## config.mk

```make
export PLATFORM = sky130hd
export DESIGN_NAME = utf8_to_ucs4_fullwidth_decoder
export DESIGN_NICKNAME = d
export VERILOG_FILES = /design/src/hw/rtl/u2u_pkg.sv /design/src/hw/rtl/u2u_decode.sv /design/src/hw/rtl/u2u_outq.sv /design/src/hw/rtl/utf8_to_ucs4_fullwidth_decoder.sv
export SDC_FILE = /design/constraint.sdc
export NUM_CORES = 1
export LEC_CHECK = 0
export BUFFER_PORTS_ARGS = -buffer_cell sky130_fd_sc_hd__buf_2
export CORE_ASPECT_RATIO = 0.75
export CORE_UTILIZATION = 55
export CTS_CLUSTER_DIAMETER = 120
export CTS_CLUSTER_SIZE = 24
export DETAILED_ROUTE_END_ITERATION = 7
export PLACE_DENSITY = 0.85
export SETUP_SLACK_MARGIN = 0.1
export SYNTH_ARGS = -nofsm -noshare
export SYNTH_HDL_FRONTEND = slang
export SYNTH_SLANG_ARGS = --single-unit
```

## constraint.sdc

```tcl
create_clock -name clk -period 5.3 [get_ports clk]
set_clock_uncertainty 0.2 [all_clocks]
set_input_delay 0.795 -clock clk [delete_from_list [all_inputs] [get_ports clk]]
set_output_delay 0.795 -clock clk [all_outputs]
set_load 0.1 [all_outputs]
```

## src/hw/rtl/u2u_pkg.sv

```systemverilog
// Package for the UTF-8 to UCS-4 fullwidth decoder.
// Holds the input kinds, register indexes, result types and decode tables.
// No dependencies.
package u2u_pkg;

	localparam int CP_W    = 32;
	localparam int CNT_W   = 10;
	localparam int QDEPTH  = 4;
	localparam int QPTR_W  = $clog2(QDEPTH);
	localparam int QCNT_W  = $clog2(QDEPTH + 1);

	localparam logic [1:0] KIND_DATA = 2'd0;
	localparam logic [1:0] KIND_LAST = 2'd1;
	localparam logic [1:0] KIND_END  = 2'd2;

	localparam logic [1:0] REG_MAX_CHARS  = 2'd0;
	localparam logic [1:0] REG_FULLWIDTH  = 2'd1;

	localparam logic [9:0]      MAX_CHARS_RST  = 10'd1023;
	localparam logic [CP_W-1:0] FW_SHIFT       = 32'h0000_FEE0;
	localparam logic [CP_W-1:0] IDEO_SPACE     = 32'h0000_3000;
	localparam logic [CP_W-1:0] ASCII_SPACE    = 32'h0000_0020;

	typedef struct packed {
		logic [CP_W-1:0]  code_point;
		logic             is_terminator;
		logic [CNT_W-1:0] char_count;
		logic             truncated;
	} res_t;

	// Up to two results from one byte: a character, then a terminator.
	typedef struct packed {
		logic [1:0] n;
		res_t       r0;
		res_t       r1;
	} push_t;

	function automatic logic [2:0] lead_trailing(input logic [7:0] b);
		logic [2:0] t;
		if (b < 8'hC0)      t = 3'd0;
		else if (b < 8'hE0) t = 3'd1;
		else if (b < 8'hF0) t = 3'd2;
		else if (b < 8'hF8) t = 3'd3;
		else if (b < 8'hFC) t = 3'd4;
		else                t = 3'd5;
		return t;
	endfunction

	function automatic logic [CP_W-1:0] seq_offset(input logic [2:0] t);
		logic [CP_W-1:0] o;
		case (t)
			3'd1:    o = 32'h0000_3080;
			3'd2:    o = 32'h000e_2080;
			3'd3:    o = 32'h03c8_2080;
			3'd4:    o = 32'hfa08_2080;
			3'd5:    o = 32'h8208_2080;
			default: o = '0;
		endcase
		return o;
	endfunction

endpackage

```

## src/hw/rtl/u2u_decode.sv

```systemverilog
// Input register and single-pass decode of one UTF-8 byte per cycle while the queue has room.
// Keeps the per-string state and produces up to two results. Uses u2u_pkg.
module u2u_decode (
	input  logic                    clk,
	input  logic                    arst_n,
	input  logic                    in_valid,
	output logic                    in_ready,
	input  logic [1:0]              in_kind,
	input  logic [7:0]              in_byte,
	input  logic                    room,
	input  logic [u2u_pkg::CNT_W-1:0] limit,
	input  logic                    fw_en,
	output logic                    push_en,
	output u2u_pkg::push_t          push
);
	import u2u_pkg::*;

	logic             valid_s1;
	logic [1:0]       kind_s1;
	logic [7:0]       byte_s1;
	logic             advance;

	logic [CP_W-1:0]  acc_q;
	logic [2:0]       rem_q;
	logic [2:0]       trail_q;
	logic [CNT_W-1:0] cnt_q;
	logic             drop_q;

	logic             is_data, is_end, done, emit;
	logic [CP_W-1:0]  acc_d, cp;
	logic [2:0]       rem_d, trail_d;
	logic [CNT_W-1:0] cnt_d;
	logic             drop_d;

	assign advance  = valid_s1 && room;
	assign in_ready = !valid_s1 || room;

	always_ff @(posedge clk or negedge arst_n) begin
		if (!arst_n) begin
			valid_s1 <= 1'b0;
		end else if (in_ready) begin
			valid_s1 <= in_valid;
		end
	end

	always_ff @(posedge clk) begin
		if (in_ready && in_valid) begin
			kind_s1 <= in_kind;
			byte_s1 <= in_byte;
		end
	end

	always_comb begin
		is_data = (kind_s1 == KIND_DATA) || (kind_s1 == KIND_LAST);
		is_end  = (kind_s1 != KIND_DATA);
		acc_d   = acc_q;
		rem_d   = rem_q;
		trail_d = trail_q;
		if (is_data) begin
			if (rem_q == 3'd0) begin
				acc_d   = {24'd0, byte_s1};
				trail_d = lead_trailing(byte_s1);
				rem_d   = trail_d;
			end else begin
				acc_d = (acc_q << 6) + {24'd0, byte_s1};
				rem_d = rem_q - 3'd1;
			end
		end
		done = is_data && (rem_d == 3'd0);

		cp = acc_d - seq_offset(trail_d);
		if (fw_en) begin
			if (cp inside {[32'h21:32'h7E]}) cp = cp + FW_SHIFT;
			else if (cp == ASCII_SPACE)      cp = IDEO_SPACE;
		end

		emit   = done && (cnt_q < limit);
		cnt_d  = emit ? CNT_W'(cnt_q + 1'b1) : cnt_q;
		drop_d = drop_q || (done && !emit);
		if (done) begin
			acc_d   = '0;
			trail_d = 3'd0;
		end

		push.n    = {1'b0, emit} + {1'b0, is_end};
		push.r0   = '{code_point: cp, is_terminator: 1'b0, char_count: cnt_d, truncated: 1'b0};
		push.r1   = '{code_point: '0, is_terminator: 1'b1, char_count: cnt_d,
			truncated: drop_d};
		// Without a character, the terminator moves to the first slot.
		if (!emit) push.r0 = push.r1;
	end

	assign push_en = advance;

	always_ff @(posedge clk or negedge arst_n) begin
		if (!arst_n) begin
			acc_q   <= '0;
			rem_q   <= '0;
			trail_q <= '0;
			cnt_q   <= '0;
			drop_q  <= 1'b0;
		end else if (advance) begin
			if (is_end) begin
				acc_q   <= '0;
				rem_q   <= '0;
				trail_q <= '0;
				cnt_q   <= '0;
				drop_q  <= 1'b0;
			end else begin
				acc_q   <= acc_d;
				rem_q   <= rem_d;
				trail_q <= trail_d;
				cnt_q   <= cnt_d;
				drop_q  <= drop_d;
			end
		end
	end

endmodule

```

## src/hw/rtl/u2u_outq.sv

```systemverilog
// Small result queue: takes up to two results per cycle, gives one per cycle while out_ready is high.
// Parts the decode stage from the output handshake. Uses u2u_pkg.
module u2u_outq (
	input  logic           clk,
	input  logic           arst_n,
	input  logic           push_en,
	input  u2u_pkg::push_t push,
	output logic           room,
	output logic           out_valid,
	input  logic           out_ready,
	output u2u_pkg::res_t  out_res
);
	import u2u_pkg::*;

	res_t              mem_q [QDEPTH];
	logic [QPTR_W-1:0] wptr_q, rptr_q;
	logic [QCNT_W-1:0] cnt_q;
	logic [1:0]        n_in;
	logic              pop;

	assign n_in      = push_en ? push.n : 2'd0;
	assign out_valid = (cnt_q != '0);
	assign pop       = out_valid && out_ready;
	assign out_res   = mem_q[rptr_q];
	// Room for a full pair of results.
	assign room      = (cnt_q <= QCNT_W'(QDEPTH - 2));

	always_ff @(posedge clk) begin
		if (n_in != 2'd0) mem_q[wptr_q] <= push.r0;
		if (n_in == 2'd2) mem_q[QPTR_W'(wptr_q + 1'b1)] <= push.r1;
	end

	always_ff @(posedge clk or negedge arst_n) begin
		if (!arst_n) begin
			wptr_q <= '0;
			rptr_q <= '0;
			cnt_q  <= '0;
		end else begin
			wptr_q <= QPTR_W'(wptr_q + n_in);
			if (pop) rptr_q <= QPTR_W'(rptr_q + 1'b1);
			cnt_q <= QCNT_W'(cnt_q + n_in - {{(QCNT_W-1){1'b0}}, pop});
		end
	end

endmodule

```

## src/hw/rtl/utf8_to_ucs4_fullwidth_decoder.sv

```systemverilog
// UTF-8 to UCS-4 decoder with fullwidth mapping, one byte word per cycle while not stalled.
// An accepted byte goes into the input register, and its results then into the queue.
// Throughput: one byte per cycle while the queue has room for two words; a final byte
// completing a character gives two words, drained one per ready cycle from a 4-entry queue.
// Reset (arst_n, asynchronous): string state and queue cleared, max_chars = 1023,
// fullwidth_enable = 1.
module utf8_to_ucs4_fullwidth_decoder #(
	parameter int MAX_CAPACITY = 1023
) (
	input  logic        clk,
	input  logic        arst_n,
	input  logic        s_axis_tvalid,
	output logic        s_axis_tready,
	input  logic [7:0]  s_axis_tdata,   // [7:0] byte_in
	input  logic [1:0]  s_axis_tuser,   // [1:0] kind
	output logic        m_axis_tvalid,
	input  logic        m_axis_tready,
	output logic [47:0] m_axis_tdata,   // [31:0] code_point, [41:32] char_count, rest zero
	output logic        m_axis_tlast,   // is_terminator
	output logic [0:0]  m_axis_tuser,   // [0] truncated
	input  logic        cfg_valid,
	output logic        cfg_ready,
	input  logic [1:0]  cfg_index,
	input  logic [9:0]  cfg_data
);
	import u2u_pkg::*;

	localparam logic [CNT_W-1:0] CAP_LIM =
		(MAX_CAPACITY < 1024) ? CNT_W'(MAX_CAPACITY) : '1;

	logic [CNT_W-1:0] max_chars_q;
	logic             fw_en_q;
	logic [CNT_W-1:0] limit;
	logic             room, push_en;
	push_t            push;
	res_t             out_res;

	assign cfg_ready = 1'b1;

	always_ff @(posedge clk or negedge arst_n) begin
		if (!arst_n) begin
			max_chars_q <= MAX_CHARS_RST;
			fw_en_q     <= 1'b1;
		end else if (cfg_valid) begin
			case (cfg_index)
				REG_MAX_CHARS: max_chars_q <= cfg_data;
				REG_FULLWIDTH: fw_en_q     <= cfg_data[0];
				default: ;
			endcase
		end
	end

	assign limit = (CAP_LIM < max_chars_q) ? CAP_LIM : max_chars_q;

	u2u_decode u_decode (
		.clk      (clk),
		.arst_n   (arst_n),
		.in_valid (s_axis_tvalid),
		.in_ready (s_axis_tready),
		.in_kind  (s_axis_tuser),
		.in_byte  (s_axis_tdata),
		.room     (room),
		.limit    (limit),
		.fw_en    (fw_en_q),
		.push_en  (push_en),
		.push     (push)
	);

	u2u_outq u_outq (
		.clk       (clk),
		.arst_n    (arst_n),
		.push_en   (push_en),
		.push      (push),
		.room      (room),
		.out_valid (m_axis_tvalid),
		.out_ready (m_axis_tready),
		.out_res   (out_res)
	);

	assign m_axis_tdata = {6'd0, out_res.char_count, out_res.code_point};
	assign m_axis_tlast = out_res.is_terminator;
	assign m_axis_tuser = out_res.truncated;

endmodule

```

==> results_dict.tcl <==
set metrics [dict create \
    status "completed" \
    r2r_end "u_outq.mem_q[3][25]$_SDFFE_PP0P_" \
    grt_usage 0.299 \
    cts_made_buffers 14 \
    place_ws_ns 0.0118 \
    vias_per_cell 6.66 \
    synth_warnings 0 \
    synth_edf_count 54 \
    cts_hold_buf 0 \
    drive_gt1_frac 0.209 \
    final_nets 1462 \
    area_delta_synth_final_pct 12.0 \
    crit_start "u_decode.byte_s1[6]$_DFFE_PP_" \
    synth-seq-cells 254 \
    die-height_um 136 \
    drtIter0Drc 1733 \
    cts.clk_slew.worst_paths_ns 0.10 \
    wire_per_inst_um 21.8 \
    synth.area.top_cells "dfxtp_1 20%, edfxtp_1 12%, dfrtp_1 11%" \
    ys_types 83 \
    finalCritPeriodShare 0.965 \
    core_area_mm2 0.0233 \
    critPathMaxFanout 7 \
    cts_sinks 254 \
    final_cell_area_mm2 0.0148 \
    grt_pass1_wl_um 58500 \
    htreeDepth 1 \
    synth-main-ff-cell "dfxtp_1" \
    synth.most_common_cell "nand2_1" \
    period_minus_slack_ns 5.12 \
    cts_tree "built" \
    power_density_mw_per_mm2 652 \
    drt_pass1_iterations 7 \
    gp_congestion 0.965 \
    fin_util 0.636 \
    r2r_cells 18 \
    crit_arrival_ns 5.38 \
    drc 0 \
    ir_drop_uv 467 \
    yosysTopAreaCell "dfxtp_1" \
    clk_latency_ns 0.51 \
    async_reset_ff_frac 0.268 \
    crit_path_end_kind "flip-flop" \
    tightestPinTransition_ns 0.996 \
    pin_count 80 \
    critPathCapture "u_outq.mem_q[3][25]$_SDFFE_PP0P_" \
    root_buffer "clkbuf_16" \
    vias 11300 \
    wl_um 37200 \
    netlist_instances 1325 \
    ys_top_cells_by_count "172 x nand2_1, 132 x dfxtp_1, 131 x o21ai_0" \
    placed_area_mm2 0.0140 \
    startpoint_type "flip-flop" \
    fin_cells 1703 \
    grt_overflow 0 \
    setup_ws_ns 0.184 \
    drv_cap 0 \
    holdWs_ns 0.228 \
    initial_core_util 0.568 \
    finalHoldViolations 0 \
    ff2ff_setup_slack_ns 0.18 \
    syn_area_mm2 0.0132 \
    hold_path.class "input port to async pin" \
    maxSlewHeadroom 0.336 \
    placed_cells 1666 \
    clock.fmax_ghz 0.195 \
    hpwl_um 25800 \
    setup_viol 0 \
    die_area_mm2 0.0247 \
    die_w_um 181 \
    critPathRequiredTime_ns 5.56 \
    ant_nets 0 \
    yosysTopAreaCellShare 0.200 \
    finalPower_mw 9.66 \
    port_buffers 72 \
    final-max-slew-violation-count 0 \
    grt_max_degree 49 \
    r2r_start "u_decode.byte_s1[6]$_DFFE_PP_" \
    ys_seq_area_frac 0.452 \
    p_leak_nw 5.91 \
    clock_path_buffers 3 \
    timing.setup.tns_ns 0 \
    rows 48 \
    path_class "flip-flop to flip-flop" \
    avgSynthCellArea_um2 9.98 \
    grt_pass1_vias 10800 \
    antenna_cells 0 \
    antenna_found_initial 0 \
]
[sequential cells by signal (all words and copies together), names as in the netlist]
| name | count |
|---|---|
| u_outq.wptr_q | 2 |
| u_outq.cnt_q | 3 |
| max_chars_q | 10 |
| u_decode.drop_q | 1 |
| u_outq.mem_q | 176 |
| u_decode.trail_q | 3 |
| u_decode.rem_q | 3 |
| u_decode.kind_s1 | 2 |
| u_decode.acc_q | 32 |
| u_decode.cnt_q | 10 |
| fw_en_q | 1 |
| u_outq.rptr_q | 2 |
| u_decode.byte_s1 | 8 |
| u_decode.valid_s1 | 1 |
[layout make-up]
type,count,area [um2]
Fill cell,1769,8490
Multi-Input combinational cell,956,7030
Sequential cell,254,5980
Timing Repair Buffer,139,895
Clock buffer,20,394
Tap cell,300,375
Inverter,33,124
Clock inverter,1,11.3
[how the worst min path moves through the flow]
stage                     slack, ns  cells after the start                          endpoint
after floorplan                0.22                      2  u_outq.mem_q[1][12]$_SDFFE_PP0P_
after global placement         0.23                      2  u_outq.mem_q[3][42]$_SDFFE_PP0P_
after detailed placement       0.24                      2  u_outq.mem_q[1][36]$_SDFFE_PP0P_
after CTS                      0.25                      1     u_decode.kind_s1[0]$_DFFE_PP_
after global routing           0.25                      1     u_decode.kind_s1[0]$_DFFE_PP_
final                          0.23                      1    u_decode.acc_q[27]$_DFFE_PN0P_
[worst max-delay path, stage by stage, from the launching register on]
cell and delay [ns]:
edfxtp_1 0.45, ha_4 0.18, fa_2 0.24, nand3_4 0.09, or4_4 0.60, nor2_1 0.18, xnor2_1 0.17, o21ai_1 0.14
ha_2 0.46, nand4_1 0.20, or4b_4 0.58, o211ai_1 0.29, xor2_2 0.19, buf_6 0.17, nor3_1 0.26, nand4_1 0.16
buf_6 0.17, nor3_2 0.21, a221o_1 0.14
[placed cells by master (no fill, tap or decap), types with 44 or more instances in the layout]
cell type,synthesis,final
a22o_1,67,67
nand2_1,172,169
nand3_1,58,57
o21ai_0,131,121
buf_4,10,61
mux4_2,44,44
dfxtp_1,132,132
edfxtp_1,54,54
nor2_1,87,82
buf_2,3,72
dfrtp_1,57,55
[kinds of logic after synthesis]
kind of cell               count (synthesis)  synth area share
AOI/OAI and AO/OA                        332             0.173
xor gates and xnor gates                  48            0.0318
adders and majority gates                 37            0.0361
buffers and inverters                    120            0.0394
DFF                                      254             0.452
muxes                                     65            0.0914
other                                      2          0.000568
and+or+nand+nor                          467             0.175
[layer usage]
| layer | track usage | wire length, um | up-vias |
|---|---|---|---|
| met4 | 0.0791 | 1100 | 0 |
| met1 | 0.407 | 15000 | 5452 |
| met3 | 0.0729 | 4290 | 127 |
| met2 | 0.479 | 16800 | 748 |
| li1 | - | - | 5018 |
| met5 | 0 | 0 | - |
[report_power, final]
part           switching [mW]  total, mW  internal [mW]
Sequential              0.369       2.90           2.53
Clock                   0.650       1.18          0.528
Combinational            3.84       5.58           1.73
Total                    4.86       9.66           4.79
[what timing repair did]
action,in CTS,in global routing
resized for setup,3,70
setup endpoints to repair,40,55
pin swaps,3,25
buffers inserted,4,12
No activity file was read; power rests on OpenSTA's default activity.
